File: src/rtl/core/bmsi_pkg.sv
// Shared types and constants for the bank mapper with scanline IRQ.
// Used by bmsi_front, bmsi_fifo, bmsi_back and the top level.
`timescale 1ns / 1ps
`default_nettype none
package bmsi_pkg;

	localparam int OP_W    = 3;
	localparam int ADDR_W  = 16;
	localparam int DATA_W  = 8;
	localparam int OFS_W   = 21;
	localparam int CNT_W   = 9;
	localparam int IN_TDATA_W  = 32;
	localparam int OUT_TDATA_W = 40;
	localparam int CFG_IDX_W = 2;

	localparam int QUEUE_DEPTH = 2;
	localparam int QUEUE_AW    = 1;

	// operation codes
	localparam logic [OP_W-1:0] OP_CPU_RD  = 3'd0;
	localparam logic [OP_W-1:0] OP_CPU_WR  = 3'd1;
	localparam logic [OP_W-1:0] OP_PPU_RD  = 3'd2;
	localparam logic [OP_W-1:0] OP_PPU_WR  = 3'd3;
	localparam logic [OP_W-1:0] OP_SCANLN  = 3'd4;
	localparam logic [OP_W-1:0] OP_IRQ_ACK = 3'd5;

	// result targets
	localparam logic [1:0] TGT_NONE    = 2'd0;
	localparam logic [1:0] TGT_PRG_ROM = 2'd1;
	localparam logic [1:0] TGT_PRG_RAM = 2'd2;
	localparam logic [1:0] TGT_CHR     = 2'd3;

	// mirroring codes
	localparam logic [1:0] MIR_VERT = 2'd0;
	localparam logic [1:0] MIR_FOUR = 2'd2;

	// configuration register indexes
	localparam logic [CFG_IDX_W-1:0] CFG_PRG_COUNT = 2'd0;
	localparam logic [CFG_IDX_W-1:0] CFG_CHR_COUNT = 2'd1;
	localparam logic [CFG_IDX_W-1:0] CFG_CHR_RAM   = 2'd2;
	localparam logic [CFG_IDX_W-1:0] CFG_INIT_MIR  = 2'd3;

	// CPU address map
	localparam logic [ADDR_W-1:0] ADDR_PRG_RAM  = 16'h6000;
	localparam logic [ADDR_W-1:0] ADDR_PRG_ROM  = 16'h8000;
	localparam logic [ADDR_W-1:0] ADDR_MIRROR   = 16'hA000;
	localparam logic [ADDR_W-1:0] ADDR_IRQ_LAT  = 16'hC000;
	localparam logic [ADDR_W-1:0] ADDR_IRQ_EN   = 16'hE000;

	typedef enum logic [3:0] {
		K_NONE,
		K_PRG_RD,
		K_PRGRAM_RD,
		K_PRGRAM_WR,
		K_REG_WR,
		K_CHR_RD,
		K_CHR_WR,
		K_SCANLINE,
		K_ACK
	} kind_t;

	typedef struct packed {
		kind_t             kind;
		logic [ADDR_W-1:0] addr;
		logic [DATA_W-1:0] data;
	} cmd_t;

endpackage
`default_nettype wire

File: src/rtl/core/bmsi_front.sv
// Front end: accepts bus transactions and classifies them into commands.
// Depends on bmsi_pkg.
`timescale 1ns / 1ps
`default_nettype none
module bmsi_front (
	input  wire logic                          clk,
	input  wire logic                          arst_n,
	input  wire logic                          s_tvalid,
	output logic                               s_tready,
	input  wire logic [bmsi_pkg::IN_TDATA_W-1:0] s_tdata,
	output logic                               push,
	output bmsi_pkg::cmd_t                     push_cmd,
	input  wire logic                          push_ready
);

	logic [bmsi_pkg::OP_W-1:0]   op;
	logic [bmsi_pkg::ADDR_W-1:0] addr;
	logic [bmsi_pkg::DATA_W-1:0] data;
	bmsi_pkg::kind_t             kind;
	logic                        valid_s1;
	bmsi_pkg::cmd_t              cmd_s1;

	assign op   = s_tdata[2:0];
	assign addr = s_tdata[18:3];
	assign data = s_tdata[26:19];

	always_comb begin
		case (op)
			bmsi_pkg::OP_CPU_RD: begin
				if (addr >= bmsi_pkg::ADDR_PRG_ROM) kind = bmsi_pkg::K_PRG_RD;
				else if (addr >= bmsi_pkg::ADDR_PRG_RAM) kind = bmsi_pkg::K_PRGRAM_RD;
				else kind = bmsi_pkg::K_NONE;
			end
			bmsi_pkg::OP_CPU_WR: begin
				if (addr >= bmsi_pkg::ADDR_PRG_ROM) kind = bmsi_pkg::K_REG_WR;
				else if (addr >= bmsi_pkg::ADDR_PRG_RAM) kind = bmsi_pkg::K_PRGRAM_WR;
				else kind = bmsi_pkg::K_NONE;
			end
			bmsi_pkg::OP_PPU_RD:  kind = bmsi_pkg::K_CHR_RD;
			bmsi_pkg::OP_PPU_WR:  kind = bmsi_pkg::K_CHR_WR;
			bmsi_pkg::OP_SCANLN:  kind = bmsi_pkg::K_SCANLINE;
			bmsi_pkg::OP_IRQ_ACK: kind = bmsi_pkg::K_ACK;
			default:              kind = bmsi_pkg::K_NONE;
		endcase
	end

	assign s_tready = !valid_s1 || push_ready;
	assign push     = valid_s1;
	assign push_cmd = cmd_s1;

	always_ff @(posedge clk or negedge arst_n) begin
		if (!arst_n) begin
			valid_s1 <= 1'b0;
		end else if (s_tready) begin
			valid_s1 <= s_tvalid;
		end
	end

	always_ff @(posedge clk) begin
		if (s_tvalid && s_tready) begin
			cmd_s1.kind <= kind;
			cmd_s1.addr <= addr;
			cmd_s1.data <= data;
		end
	end

endmodule
`default_nettype wire

File: src/rtl/core/bmsi_fifo.sv
// Short command queue between front and back end.
// Depends on bmsi_pkg.
`timescale 1ns / 1ps
`default_nettype none
module bmsi_fifo (
	input  wire logic           clk,
	input  wire logic           arst_n,
	input  wire logic           push,
	input  wire bmsi_pkg::cmd_t push_cmd,
	output logic                push_ready,
	input  wire logic           pop,
	output bmsi_pkg::cmd_t      pop_cmd,
	output logic                pop_valid
);

	localparam logic [bmsi_pkg::QUEUE_AW:0] FULL = (bmsi_pkg::QUEUE_AW + 1)'(bmsi_pkg::QUEUE_DEPTH);

	bmsi_pkg::cmd_t                mem_q [bmsi_pkg::QUEUE_DEPTH];
	logic [bmsi_pkg::QUEUE_AW-1:0] wr_ptr_q;
	logic [bmsi_pkg::QUEUE_AW-1:0] rd_ptr_q;
	logic [bmsi_pkg::QUEUE_AW:0]   count_q;
	logic                          do_push;
	logic                          do_pop;

	assign push_ready = (count_q != FULL);
	assign pop_valid  = (count_q != '0);
	assign pop_cmd    = mem_q[rd_ptr_q];
	assign do_push    = push && push_ready;
	assign do_pop     = pop && pop_valid;

	always_ff @(posedge clk or negedge arst_n) begin
		if (!arst_n) begin
			wr_ptr_q <= '0;
			rd_ptr_q <= '0;
			count_q  <= '0;
		end else begin
			if (do_push) wr_ptr_q <= wr_ptr_q + 1'b1;
			if (do_pop) rd_ptr_q <= rd_ptr_q + 1'b1;
			if (do_push && !do_pop) count_q <= count_q + 1'b1;
			else if (do_pop && !do_push) count_q <= count_q - 1'b1;
		end
	end

	always_ff @(posedge clk) begin
		if (do_push) mem_q[wr_ptr_q] <= push_cmd;
	end

endmodule
`default_nettype wire

File: src/rtl/core/bmsi_back.sv
// Back end: mapper registers, IRQ counter, bank mapping with a bit-serial
// bank-count remainder, and the result register. Depends on bmsi_pkg.
`timescale 1ns / 1ps
`default_nettype none
module bmsi_back (
	input  wire logic                              clk,
	input  wire logic                              arst_n,
	input  wire logic                              pop_valid,
	input  wire bmsi_pkg::cmd_t                    pop_cmd,
	output logic                                   pop,
	input  wire logic                              cfg_we,
	input  wire logic [bmsi_pkg::CFG_IDX_W-1:0]    cfg_index,
	input  wire logic [bmsi_pkg::CNT_W-1:0]        cfg_data,
	output logic                                   m_tvalid,
	input  wire logic                              m_tready,
	output logic [bmsi_pkg::OUT_TDATA_W-1:0]       m_tdata
);

	typedef enum logic [1:0] {ST_IDLE, ST_DIV, ST_OUT} state_t;

	state_t                      state_q;
	// configuration
	logic [bmsi_pkg::CNT_W-1:0]  prg_cnt_q;
	logic [bmsi_pkg::CNT_W-1:0]  chr_cnt_q;
	logic                        chr_ram_q;
	logic [1:0]                  init_mir_q;
	// mapper state
	logic [7:0]                  bank_sel_q;
	logic [7:0]                  bank_q [8];
	logic [1:0]                  mirroring_q;
	logic [7:0]                  irq_reload_q;
	logic [7:0]                  irq_count_q;
	logic                        irq_en_q;
	logic                        irq_flag_q;
	// command in flight
	bmsi_pkg::kind_t             kind_q;
	logic [12:0]                 lo_q;
	logic [7:0]                  data_q;
	logic [7:0]                  dvd_q;
	logic [7:0]                  rem_q;
	logic [8:0]                  dvs_q;
	logic [2:0]                  cnt_q;
	// result register
	logic                        out_valid_q;
	logic [1:0]                  out_tgt_q;
	logic [bmsi_pkg::OFS_W-1:0]  out_ofs_q;
	logic                        out_wr_q;
	logic [7:0]                  out_data_q;
	logic                        out_irq_q;
	logic [1:0]                  out_mir_q;

	logic [8:0]  eff_prg;
	logic [8:0]  eff_chr;
	logic [7:0]  prg_bank;
	logic [7:0]  chr_bank;
	logic [12:0] chr_a;
	logic [8:0]  trial;
	logic [7:0]  rem_next;
	logic [7:0]  scan_count;
	logic        even;
	logic        out_free;
	logic        is_div;
	logic        is_chr;
	logic [1:0]                  res_tgt;
	logic [bmsi_pkg::OFS_W-1:0]  res_ofs;
	logic                        res_wr;
	logic [7:0]                  res_data;

	always_comb begin
		if (prg_cnt_q < 9'd2) eff_prg = 9'd2;
		else if (prg_cnt_q > 9'd256) eff_prg = 9'd256;
		else eff_prg = prg_cnt_q;
		if (chr_cnt_q == 9'd0) eff_chr = 9'd1;
		else if (chr_cnt_q > 9'd256) eff_chr = 9'd256;
		else eff_chr = chr_cnt_q;
	end

	always_comb begin
		case (pop_cmd.addr[14:13])
			2'd0:    prg_bank = bank_sel_q[6] ? 8'(eff_prg - 9'd2) : bank_q[6];
			2'd1:    prg_bank = bank_q[7];
			2'd2:    prg_bank = bank_sel_q[6] ? bank_q[6] : 8'(eff_prg - 9'd2);
			default: prg_bank = 8'(eff_prg - 9'd1);
		endcase
	end

	assign chr_a = pop_cmd.addr[12:0] ^ {bank_sel_q[7], 12'd0};

	always_comb begin
		if (!chr_a[12]) begin
			if (!chr_a[11]) chr_bank = {bank_q[0][7:1], chr_a[10]};
			else chr_bank = {bank_q[1][7:1], chr_a[10]};
		end else begin
			chr_bank = bank_q[{1'b0, chr_a[11:10]} + 3'd2];
		end
	end

	always_comb begin
		res_tgt  = bmsi_pkg::TGT_NONE;
		res_ofs  = '0;
		res_wr   = 1'b0;
		res_data = '0;
		case (kind_q)
			bmsi_pkg::K_PRG_RD: begin
				res_tgt = bmsi_pkg::TGT_PRG_ROM;
				res_ofs = {rem_q, lo_q};
			end
			bmsi_pkg::K_PRGRAM_RD: begin
				res_tgt = bmsi_pkg::TGT_PRG_RAM;
				res_ofs = {8'd0, lo_q};
			end
			bmsi_pkg::K_PRGRAM_WR: begin
				res_tgt  = bmsi_pkg::TGT_PRG_RAM;
				res_ofs  = {8'd0, lo_q};
				res_wr   = 1'b1;
				res_data = data_q;
			end
			bmsi_pkg::K_CHR_RD: begin
				res_tgt = bmsi_pkg::TGT_CHR;
				res_ofs = {3'd0, rem_q, lo_q[9:0]};
			end
			bmsi_pkg::K_CHR_WR: begin
				res_tgt = bmsi_pkg::TGT_CHR;
				res_ofs = {3'd0, rem_q, lo_q[9:0]};
				if (chr_ram_q) begin
					res_wr   = 1'b1;
					res_data = data_q;
				end
			end
			default: ;
		endcase
	end

	assign trial    = {rem_q, dvd_q[7]};
	assign rem_next = (trial >= dvs_q) ? 8'(trial - dvs_q) : trial[7:0];
	assign scan_count = (irq_count_q == 8'd0) ? irq_reload_q : irq_count_q - 8'd1;
	assign even     = !pop_cmd.addr[0];
	assign out_free = !out_valid_q || m_tready;
	assign pop      = (state_q == ST_IDLE) && pop_valid;
	assign is_chr   = (pop_cmd.kind == bmsi_pkg::K_CHR_RD) || (pop_cmd.kind == bmsi_pkg::K_CHR_WR);
	assign is_div   = (pop_cmd.kind == bmsi_pkg::K_PRG_RD) || is_chr;

	always_ff @(posedge clk or negedge arst_n) begin
		if (!arst_n) begin
			state_q      <= ST_IDLE;
			prg_cnt_q    <= 9'd2;
			chr_cnt_q    <= 9'd8;
			chr_ram_q    <= 1'b0;
			init_mir_q   <= bmsi_pkg::MIR_VERT;
			bank_sel_q   <= '0;
			for (int i = 0; i < 8; i++) bank_q[i] <= '0;
			mirroring_q  <= bmsi_pkg::MIR_VERT;
			irq_reload_q <= '0;
			irq_count_q  <= '0;
			irq_en_q     <= 1'b0;
			irq_flag_q   <= 1'b0;
			kind_q       <= bmsi_pkg::K_NONE;
			lo_q         <= '0;
			data_q       <= '0;
			dvd_q        <= '0;
			rem_q        <= '0;
			dvs_q        <= 9'd1;
			cnt_q        <= '0;
			out_valid_q  <= 1'b0;
			out_tgt_q    <= bmsi_pkg::TGT_NONE;
			out_ofs_q    <= '0;
			out_wr_q     <= 1'b0;
			out_data_q   <= '0;
			out_irq_q    <= 1'b0;
			out_mir_q    <= bmsi_pkg::MIR_VERT;
		end else begin
			if (out_valid_q && m_tready && state_q != ST_OUT) out_valid_q <= 1'b0;

			if (cfg_we) begin
				case (cfg_index)
					bmsi_pkg::CFG_PRG_COUNT: prg_cnt_q <= cfg_data;
					bmsi_pkg::CFG_CHR_COUNT: chr_cnt_q <= cfg_data;
					bmsi_pkg::CFG_CHR_RAM:   chr_ram_q <= cfg_data[0];
					bmsi_pkg::CFG_INIT_MIR: begin
						init_mir_q  <= cfg_data[1:0];
						mirroring_q <= cfg_data[1] ? bmsi_pkg::MIR_FOUR : cfg_data[1:0];
					end
					default: ;
				endcase
			end

			case (state_q)
				ST_IDLE: begin
					if (pop_valid) begin
						kind_q <= pop_cmd.kind;
						lo_q   <= is_chr ? chr_a : pop_cmd.addr[12:0];
						data_q <= pop_cmd.data;
						rem_q  <= '0;
						cnt_q  <= '0;
						if (pop_cmd.kind == bmsi_pkg::K_PRG_RD) begin
							dvd_q <= prg_bank;
							dvs_q <= eff_prg;
						end else begin
							dvd_q <= chr_bank;
							dvs_q <= eff_chr;
						end
						case (pop_cmd.kind)
							bmsi_pkg::K_REG_WR: begin
								if (pop_cmd.addr < bmsi_pkg::ADDR_MIRROR) begin
									if (even) bank_sel_q <= pop_cmd.data;
									else bank_q[bank_sel_q[2:0]] <= pop_cmd.data;
								end else if (pop_cmd.addr < bmsi_pkg::ADDR_IRQ_LAT) begin
									if (even && !init_mir_q[1]) mirroring_q <= {1'b0, pop_cmd.data[0]};
								end else if (pop_cmd.addr < bmsi_pkg::ADDR_IRQ_EN) begin
									if (even) irq_reload_q <= pop_cmd.data;
									else irq_count_q <= '0;
								end else begin
									if (even) begin
										irq_en_q   <= 1'b0;
										irq_flag_q <= 1'b0;
									end else begin
										irq_en_q <= 1'b1;
									end
								end
							end
							bmsi_pkg::K_SCANLINE: begin
								irq_count_q <= scan_count;
								if (scan_count == 8'd0 && irq_en_q) irq_flag_q <= 1'b1;
							end
							bmsi_pkg::K_ACK: irq_flag_q <= 1'b0;
							default: ;
						endcase
						state_q <= is_div ? ST_DIV : ST_OUT;
					end
				end
				ST_DIV: begin
					rem_q <= rem_next;
					dvd_q <= {dvd_q[6:0], 1'b0};
					cnt_q <= cnt_q + 3'd1;
					if (cnt_q == 3'd7) state_q <= ST_OUT;
				end
				ST_OUT: begin
					if (out_free) begin
						out_valid_q <= 1'b1;
						out_irq_q   <= irq_flag_q;
						out_mir_q   <= mirroring_q;
						out_tgt_q   <= res_tgt;
						out_ofs_q   <= res_ofs;
						out_wr_q    <= res_wr;
						out_data_q  <= res_data;
						state_q     <= ST_IDLE;
					end
				end
				default: state_q <= ST_IDLE;
			endcase
		end
	end

	assign m_tvalid = out_valid_q;
	assign m_tdata  = {5'd0, out_mir_q, out_irq_q, out_data_q, out_wr_q, out_ofs_q, out_tgt_q};

	a_none_is_empty: assert property (@(posedge clk) disable iff (!arst_n)
		out_valid_q && out_tgt_q == bmsi_pkg::TGT_NONE |-> out_ofs_q == '0 && !out_wr_q)
		else $error("empty result carries offset or write");

	a_rem_below_count: assert property (@(posedge clk) disable iff (!arst_n)
		state_q == ST_DIV |-> {1'b0, rem_q} < dvs_q)
		else $error("partial remainder not below bank count");

	a_four_screen_lock: assert property (@(posedge clk) disable iff (!arst_n)
		init_mir_q[1] |-> mirroring_q == bmsi_pkg::MIR_FOUR)
		else $error("four-screen mirroring not held");

	a_div_leads_out: assert property (@(posedge clk) disable iff (!arst_n)
		state_q == ST_DIV && cnt_q == 3'd7 |=> state_q == ST_OUT)
		else $error("remainder did not finish in eight steps");

endmodule
`default_nettype wire

File: src/rtl/core/bank_mapper_with_scanline_irq.sv
// ROM and character accesses pass the front register, the queue, the eight-step
// bank-count remainder and the result register; other kinds skip the remainder.
// The back end works one command at a time: it takes the next command from
// the queue only after the previous result is registered.
// Reset (arst_n low) clears all mapper state and loads register defaults.
// Top level: joins front end, command queue and back end. Depends on bmsi_pkg.
`timescale 1ns / 1ps
`default_nettype none
module bank_mapper_with_scanline_irq (
	input  wire logic                              clk,
	input  wire logic                              arst_n,
	input  wire logic                              s_tvalid,
	output logic                                   s_tready,
	// operation[2:0], address[18:3], write_data[26:19], zero fill
	input  wire logic [bmsi_pkg::IN_TDATA_W-1:0]   s_tdata,
	output logic                                   m_tvalid,
	input  wire logic                              m_tready,
	// target[1:0], mem_offset[22:2], mem_write[23], mem_data[31:24],
	// irq_line[32], mirror_mode[34:33], zero fill
	output logic [bmsi_pkg::OUT_TDATA_W-1:0]       m_tdata,
	input  wire logic                              cfg_we,
	input  wire logic [bmsi_pkg::CFG_IDX_W-1:0]    cfg_index,
	input  wire logic [bmsi_pkg::CNT_W-1:0]        cfg_data
);

	logic           push;
	logic           push_ready;
	bmsi_pkg::cmd_t push_cmd;
	logic           pop;
	logic           pop_valid;
	bmsi_pkg::cmd_t pop_cmd;

	bmsi_front u_front (
		.clk        (clk),
		.arst_n     (arst_n),
		.s_tvalid   (s_tvalid),
		.s_tready   (s_tready),
		.s_tdata    (s_tdata),
		.push       (push),
		.push_cmd   (push_cmd),
		.push_ready (push_ready)
	);

	bmsi_fifo u_fifo (
		.clk        (clk),
		.arst_n     (arst_n),
		.push       (push),
		.push_cmd   (push_cmd),
		.push_ready (push_ready),
		.pop        (pop),
		.pop_cmd    (pop_cmd),
		.pop_valid  (pop_valid)
	);

	bmsi_back u_back (
		.clk       (clk),
		.arst_n    (arst_n),
		.pop_valid (pop_valid),
		.pop_cmd   (pop_cmd),
		.pop       (pop),
		.cfg_we    (cfg_we),
		.cfg_index (cfg_index),
		.cfg_data  (cfg_data),
		.m_tvalid  (m_tvalid),
		.m_tready  (m_tready),
		.m_tdata   (m_tdata)
	);

endmodule
`default_nettype wire
File: config.mk
export PLATFORM = sky130hd
export DESIGN_NAME = bank_mapper_with_scanline_irq
export DESIGN_NICKNAME = d
export VERILOG_FILES = /design/src/rtl/core/bmsi_pkg.sv /design/src/rtl/core/bmsi_front.sv /design/src/rtl/core/bmsi_fifo.sv /design/src/rtl/core/bmsi_back.sv /design/src/rtl/core/bank_mapper_with_scanline_irq.sv
export SDC_FILE = /design/constraint.sdc
export NUM_CORES = 1
export LEC_CHECK = 0
export BUFFER_PORTS_ARGS = -buffer_cell sky130_fd_sc_hd__buf_4
export CAP_MARGIN = 10
export CELL_PAD_IN_SITES_DETAIL_PLACEMENT = 0
export CELL_PAD_IN_SITES_GLOBAL_PLACEMENT = 2
export CORE_MARGIN = 2
export CORE_UTILIZATION = 45
export CTS_BUF_LIST = sky130_fd_sc_hd__clkbuf_2 sky130_fd_sc_hd__clkbuf_4 sky130_fd_sc_hd__clkbuf_8
export CTS_CLUSTER_SIZE = 8
export DETAILED_ROUTE_END_ITERATION = 10
export GPL_TIMING_DRIVEN = 0
export PLACE_DENSITY_LB_ADDON = 0.15
export SLEW_MARGIN = 40
export SYNTH_ARGS = -nofsm -noshare
export SYNTH_HDL_FRONTEND = slang
export SYNTH_SLANG_ARGS = --single-unit
File: constraint.sdc
create_clock -name clk -period 6.4 [get_ports clk]
set_clock_uncertainty 0.2 [all_clocks]
set_input_delay 1.28 -clock clk [delete_from_list [all_inputs] [get_ports clk]]
set_output_delay 1.28 -clock clk [all_outputs]
set_load 0.02 [all_outputs]
==> results of run 1 <==
-- power by group through the flow --
| stage | clock network [mW] | logic [mW] | registers, mW |
|---|---|---|---|
| after CTS | 1.79 | 2.62 | 2.75 |
| after global routing | 1.88 | 2.89 | 2.81 |
| after global placement | 0 | 2.55 | 2.76 |
| after detailed placement | 0 | 2.61 | 2.78 |
| after floorplan | 0 | 1.72 | 2.73 |
| final | 1.75 | 2.60 | 2.75 |
-- logic make-up (layout without fill, tap and decap cells) --
family | after synthesis | in the layout | share of synthesized area
xor gates and xnor gates | 21 | 21 | 0.0143
DFF | 287 | 287 | 0.591
muxes | 81 | 81 | 0.0660
buffers and inverters | 92 | 264 | 0.0323
and+or+nand+nor | 320 | 320 | 0.121
AOI/OAI and AO/OA | 325 | 325 | 0.157
adders and majority gates | 18 | 18 | 0.0181
other | 1 | 5 | 0.000291
-- placed cells by master (no fill, tap or decap), types with 5 or more instances in the layout --
cell      netlist  layout
nor4_1          8       8
nor3_1         15      15
o22ai_1         8       8
clkbuf_1       32      32
nand3_1        11      11
o211ai_1        5       5
conb_1          1       5
o21ai_1         6       6
a22o_1         24      24
nand3b_1        5       5
buf_4           9      87
nor2_1         59      57
xor2_1         11      11
a21oi_1        54      54
xnor2_1        10      10
or3_1           7       7
inv_1          28      28
edfxtp_1       84      84
nand2b_1        9       9
nor2b_1        11      11
ha_1           17      17
o21ai_0       138     138
dfrtp_1       200     200
mux2_2         28      28
mux2i_1        52      48
clkbuf_4        0      20
o21a_1          7       7
buf_2          17      17
nor3b_1        14      14
nand2_1       145     145
nand4_1         9       9
clkbuf_8        0      65
a211oi_1       13      13
a31oi_1         7       7
a22oi_1        13      13
-- synth_stat cells, drive strengths merged, types with 5 or more instances --
cell type,n
o21a,7
a31oi,7
mux2i,53
mux2,28
nor4,10
dfrtp,200
nand4,9
o21ai,144
nand3,11
nor2b,11
nand2b,9
o211ai,5
or3,7
a21oi,55
o22ai,9
nor3,16
xor2,11
xnor2,10
inv,28
nor3b,14
nor2,61
ha,17
a211oi,13
clkbuf,32
edfxtp,84
nand2,145
a22o,24
nand3b,5
buf,31
a22oi,14
-- cell type report --
class                           instances  area [um^2]  area share
Buffer                                 63          307      0.0202
Clock buffer                           85         1040      0.0689
Clock inverter                          5         27.5     0.00182
Inverter                               29          109     0.00718
Multi-Input combinational cell        770         4920       0.325
Sequential cell                       287         7610       0.502
Tap cell                              378          473      0.0312
Timing Repair Buffer                   82          671      0.0442
-- state kept, by name, summed over array words and instances, names as in the netlist, 9 cells and up --
register / cells
u_back.out_ofs_q: 21
u_back.prg_cnt_q: 9
u_back.bank_q: 62
u_fifo.mem_q: 56
u_front.push_cmd: 28
u_back.chr_cnt_q: 9
u_back.lo_q: 13
u_back.dvs_q: 9
-- worst max-delay path, cell delays in order (launching register included) --
cell,delay (ns)
dfrtp_1,0.32
clkbuf_1,0.33
or3_1,0.20
nor4_1,0.06
o21ai_0,0.60
ha_1,0.27
clkbuf_1,0.34
o21ai_0,0.30
o311a_1,0.35
o21ai_0,0.24
a221oi_1,0.12
-- through the flow --
| stage | power, mW | hold slack [ns] | std cells | instance area, um^2 |
|---|---|---|---|---|
| after floorplan | 4.45 | 0.221 | 1149 | 12900 |
| final | 7.10 | 0.242 | 1699 | 15200 |
| after detailed placement | 5.39 | 0.231 | 1609 | 14100 |
| after global placement | 5.32 | 0.222 | 1606 | 14000 |
| after global routing | 7.58 | 0.248 | 1699 | 15200 |
| after CTS | 7.16 | 0.245 | 1699 | 15200 |
-- routing by layer --
layer,vias to the layer above,global-route usage
li1,4455,-
met1,4430,0.317
met5,-,0
met4,0,0.0632
met2,189,0.331
met3,56,0.0306
-- worst paths after layout --
| check | to | from |
|---|---|---|
| max | u_back.dvd_q[5] | u_back.prg_cnt_q[3] |
| min | u_fifo.mem_q[0][26] | u_front.push_cmd[26] |
| max reg2reg | u_back.dvd_q[5] | u_back.prg_cnt_q[3] |
| min reg2reg | u_fifo.mem_q[0][26] | u_front.push_cmd[26] |
| max in group asynchronous | u_back.bank_q[2] | arst_n |
| min in group asynchronous | u_back.dvd_q[5] | arst_n |
==> impl_results.md, run 1 <==
- Logic pwr share: 0.366
- Clk buf depth: 3
- Total wire length: 31.8 mm
- Hold Path Class: register to register
- Initial Utilization: 0.460
- Post-synthesis sequential area ratio: 0.591
- DR WL met2: 14.2 mm
- Final Hold Fails: 0
- Min Tclk post-route: 3.43 ns
- IO Pins: 90
- Area grow syn2layout: 17.7%
- Lkg Pwr: 6.47 nW
- Total track usage: 0.215
- Worst path required time: 6.65 ns
- Setup slack, reg-to-reg: 2.97 ns
- Largest net degree at the start of global routing: 72
- Synth cell types: 78
- Met1 Wirelength: 15.7 mm
- Total die area: 30000 um^2
- Wirelength per Cell: 18.7 um
- Post-layout net count: 1347
- Cells after Synth: 1145
- Top cell type by total area after synthesis: dfrtp_1
- DRT Pass-1 Iters: 5
- Async set-or-reset flop fraction in the synthesized netlist: 0.707
- Vias per cell: 5.37
- Worst skew pair latency: 0.58 ns
- Tcrit/Tclk final: 0.535
- Setup Fix Bufs, Post-CTS: 0
- Pins Over Slew Limit: 0
- Fillers: 2535
- FP Rows: 61
- Setup WS post-layout: 2.97 ns
- Setup TNS: 0 ns
- Critical path arrival: 3.68 ns
- Power Density: 468 nW/um^2
- Relative max-transition margin: 0.454
- Die span in y: 173 um
- Area of the mapped netlist: 12900 um^2
- Synthesis Warnings: 0
- Int Power: 4.40 mW
- Pre-CTS setup slack: 3.02 ns
- Share of cells above drive strength 1: 0.193
- CP endpoint kind: register
- Post-CTS sizing: 0
- RSZ-0062 raised after global routing: false
- Synth Register Bits: 287
- Hold Buf Count CTS: 0
- Inserted Diodes: 0
- CTS tree: built
- Number of global-route vias before repair: 8933
- Prevailing post-synth register cell: dfrtp_1
- Met3 WL: 1.11 mm
- TritonCTS buffer count: 48
- CTS clk-pin slew, worst paths: 0.07 ns
- PortBufs: 79
- Top cells by area, synth: dfrtp_1, edfxtp_1, o21ai_0
- Drc violations: 0
- Worst r2r path cells: 10
- Initial antenna violation count: 0
- DR top layer: met4
- CTS Root Cell: clkbuf_8
- Synth top area share: 0.389
- Fraction of power consumed by sequential logic: 0.387
- Status: complete, no violations
- Hold Path Cell Cnt: 0
- Die X: 173 um
- DPL Wire Length: 22.5 mm
- Final core utilization: 0.541
- Global-route wire length before repair: 51.0 mm
- Switching share of power: 0.381
- Via count: 9130
- CP Max Fanout: 10
- P_sw: 2.70 mW
- Clk pwr share: 0.246
- Max-cap violations: 0
- CTS sink cnt: 287
- Crit Path Category: register to register
- Core ar.: 28000 um^2
- Antenna Nets Post-Route: 0
- CP startpoint kind: register
- Drt first-iter violations: 529
- Final setup fails: 0
- Final GP Congestion: 0.866
- Worst Tran Pin Value: 0.804 ns
- Gr ovfl total: 0
- Post-synth EDFFs: 84
- Peak supply drop: 0.000284 V
- Fmax: 292 MHz
- H-tree levels: 2
- Avg Cell Area, Syn: 11.2 um^2
Note: power is estimated with default switching activity, not from simulation.
==> run 2: changes to the inputs <==
Settings changed: CORE_UTILIZATION 45 to 42.
Clock period 6.4 ns to 3.2 ns, I/O delays scaled along.
==> run 2 against run 1 <==
Non-clock buffer count grew 4. Combinational power is 100% higher. Die area increased by 7.0%. First-iteration DRC count fell by 12%. Setup slack got worse by 2.8 ns. Final cell count rose by 1.4%. Clock-buffer cell count fell by 7. Sequential power grew 100%. Via count grew 0.32%. Critical endpoint is now u_back.dvd_q[4]. Largest cell class unchanged.
==> impl_results.md, run 2 (synthesized netlist as in run 1, its figures left out) <==
- CTS clk-pin slew, worst paths: 0.06 ns
- Hold path startpoint: s_tdata[5]
- Total track usage: 0.208
- WHS: 0.0521 ns
- Vias per cell: 5.32
- CTS tree: built
- CP Max Fanout: 10
- Die span in y: 179 um
- Area grow syn2layout: 18.3%
- Fraction of power consumed by sequential logic: 0.388
- DRT Pass-1 Iters: 5
- Wirelength per Cell: 18.7 um
- Gr ovfl total: 0
- DPL Wire Length: 23.0 mm
- R2r endpoint: u_back.dvd_q[4]
- Worst path required time: 3.42 ns
- Number of global-route vias before repair: 8959
- Worst skew pair latency: 0.57 ns
- PortBufs: 79
- Most common cell after layout, fill and taps aside: dfrtp_1
- Die X: 179 um
- CP Buf/Inv Count: 1
- Final core utilization: 0.501
- Power Density: 930 nW/um^2
- Logic pwr share: 0.370
- Drc violations: 0
- FP Rows: 64
- Hold Path End: u_front.push_cmd[10]
- CP startpoint kind: register
- Fillers: 2905
- Largest register FFs: 62
- IO Pins: 90
- Largest net degree at the start of global routing: 73
- Global-route wire length before repair: 51.1 mm
- Tcrit/Tclk final: 0.941
- Overall power: 14.2 mW
- Clk buf depth: 3
- Register name with the most flops: u_back.bank_q
- Most frequent cells in the layout: dfrtp_1, nand2_1, o21ai_0
- RSZ-0062 raised after global routing: false
- CTS sink cnt: 287
- Final setup fails: 0
- Initial Utilization: 0.423
- Hold Path Class: primary input to register
- Cell repeated most along the worst path: o21ai_0
- Antenna Nets Post-Route: 0
- Status: complete, no violations
- Max-cap violations: 0
- Drt first-iter violations: 463
- Lkg Pwr: 6.49 nW
- Via count: 9159
- P_sw: 5.45 mW
- Initial antenna violation count: 0
- Crit-path max cell delay: 0.64 ns
- Total die area: 32100 um^2
- Core ar.: 30400 um^2
- TritonCTS buffer count: 50
- CTS Root Cell: clkbuf_8
- H-tree levels: 2
- Pins Over Slew Limit: 0
- Cells along the critical path: clkbuf_2 -> or4_1 -> o311ai_4 -> ha_1 -> and4_1 -> o21ai_0 -> a31oi_1 -> o21ai_0
- Relative max-transition margin: 0.437
- Clk pwr share: 0.242
- Worst r2r path cells: 8
- Switching share of power: 0.384
- Min Tclk post-route: 3.01 ns
- Critical path arrival: 3.23 ns
- Post-layout net count: 1353
- Peak supply drop: 0.000499 V
- CP max stage cell: or4_1
- Worst Tran Pin Value: 0.822 ns
- Final GP Congestion: 0.828
- Hold Path Cell Cnt: 1
- Reg-to-reg startpoint: u_back.prg_cnt_q[3]
- CP endpoint kind: register
- Final Hold Fails: 0
- Setup slack, reg-to-reg: 0.19 ns
- Total wire length: 32.3 mm
- Int Power: 8.73 mW
- Crit Path Category: register to register
- Fmax: 332 MHz
- Inserted Diodes: 0
- Top delay family on crit path: compound AO/OA/AOI/OAI gates
- Share of cells above drive strength 1: 0.197
[run 2: area by class of cell]
type / count / area [um^2] / share of cell area
Clock buffer: 78 / 980 / 0.0643
Inverter: 29 / 109 / 0.00714
Sequential cell: 287 / 7610 / 0.499
Timing Repair Buffer: 86 / 723 / 0.0475
Buffer: 63 / 308 / 0.0202
Multi-Input combinational cell: 770 / 4950 / 0.325
Clock inverter: 14 / 67.6 / 0.00443
Tap cell: 396 / 495 / 0.0325
[run 2: power groups by stage]
stage / Clock, mW / Combinational [mW] / Sequential [mW]
floorplan: 0 / 3.43 / 5.46
global placement: 0 / 5.13 / 5.53
detailed placement: 0 / 5.24 / 5.55
CTS: 3.53 / 5.26 / 5.49
global route: 3.69 / 5.84 / 5.62
finish: 3.43 / 5.25 / 5.49
[run 2: metal layers]
metal,GRT usage,wire length [um]
met1,0.302,15800
met2,0.323,14500
met3,0.0295,1230
met4,0.0615,794
met5,0,0
[run 2: worst max path at each step]
stage,from,endpoint,slack [ns],cells past startpoint
6_report,u_back.prg_cnt_q[3],u_back.dvd_q[4],0.19,8
3_5_place_dp,u_back.prg_cnt_q[3],u_back.dvd_q[5],-0.16,10
3_3_place_gp,u_back.prg_cnt_q[3],u_back.dvd_q[5],-0.24,10
4_1_cts,u_back.prg_cnt_q[3],u_back.dvd_q[5],0.04,10
2_1_floorplan,u_back.prg_cnt_q[3],u_back.dvd_q[7],0.49,11
5_1_grt,u_fifo.rd_ptr_q,u_back.dvd_q[2],0.03,10
[run 2: stage by stage]
stage | setup WS (ns) | area [um^2] | TNS, ns | cells
2_1_floorplan | 0.485 | 12900 | 0 | 1149
3_3_place_gp | -0.243 | 14000 | -43.36 | 1624
3_5_place_dp | -0.162 | 14100 | -0.215 | 1628
4_1_cts | 0.0371 | 15200 | 0 | 1721
5_1_grt | 0.0273 | 15200 | 0 | 1723
6_report | 0.190 | 15200 | 0 | 1723
[run 2: repair_timing]
item                                    4_1_cts  5_1_grt
pin swaps                                     0        1
resized for setup                             1        7
hold endpoints to repair                     68        0
endpoints found under the setup margin        3       41
hold buffers                                  1        0
buffers inserted                              0        2
gates cloned                                  0        0
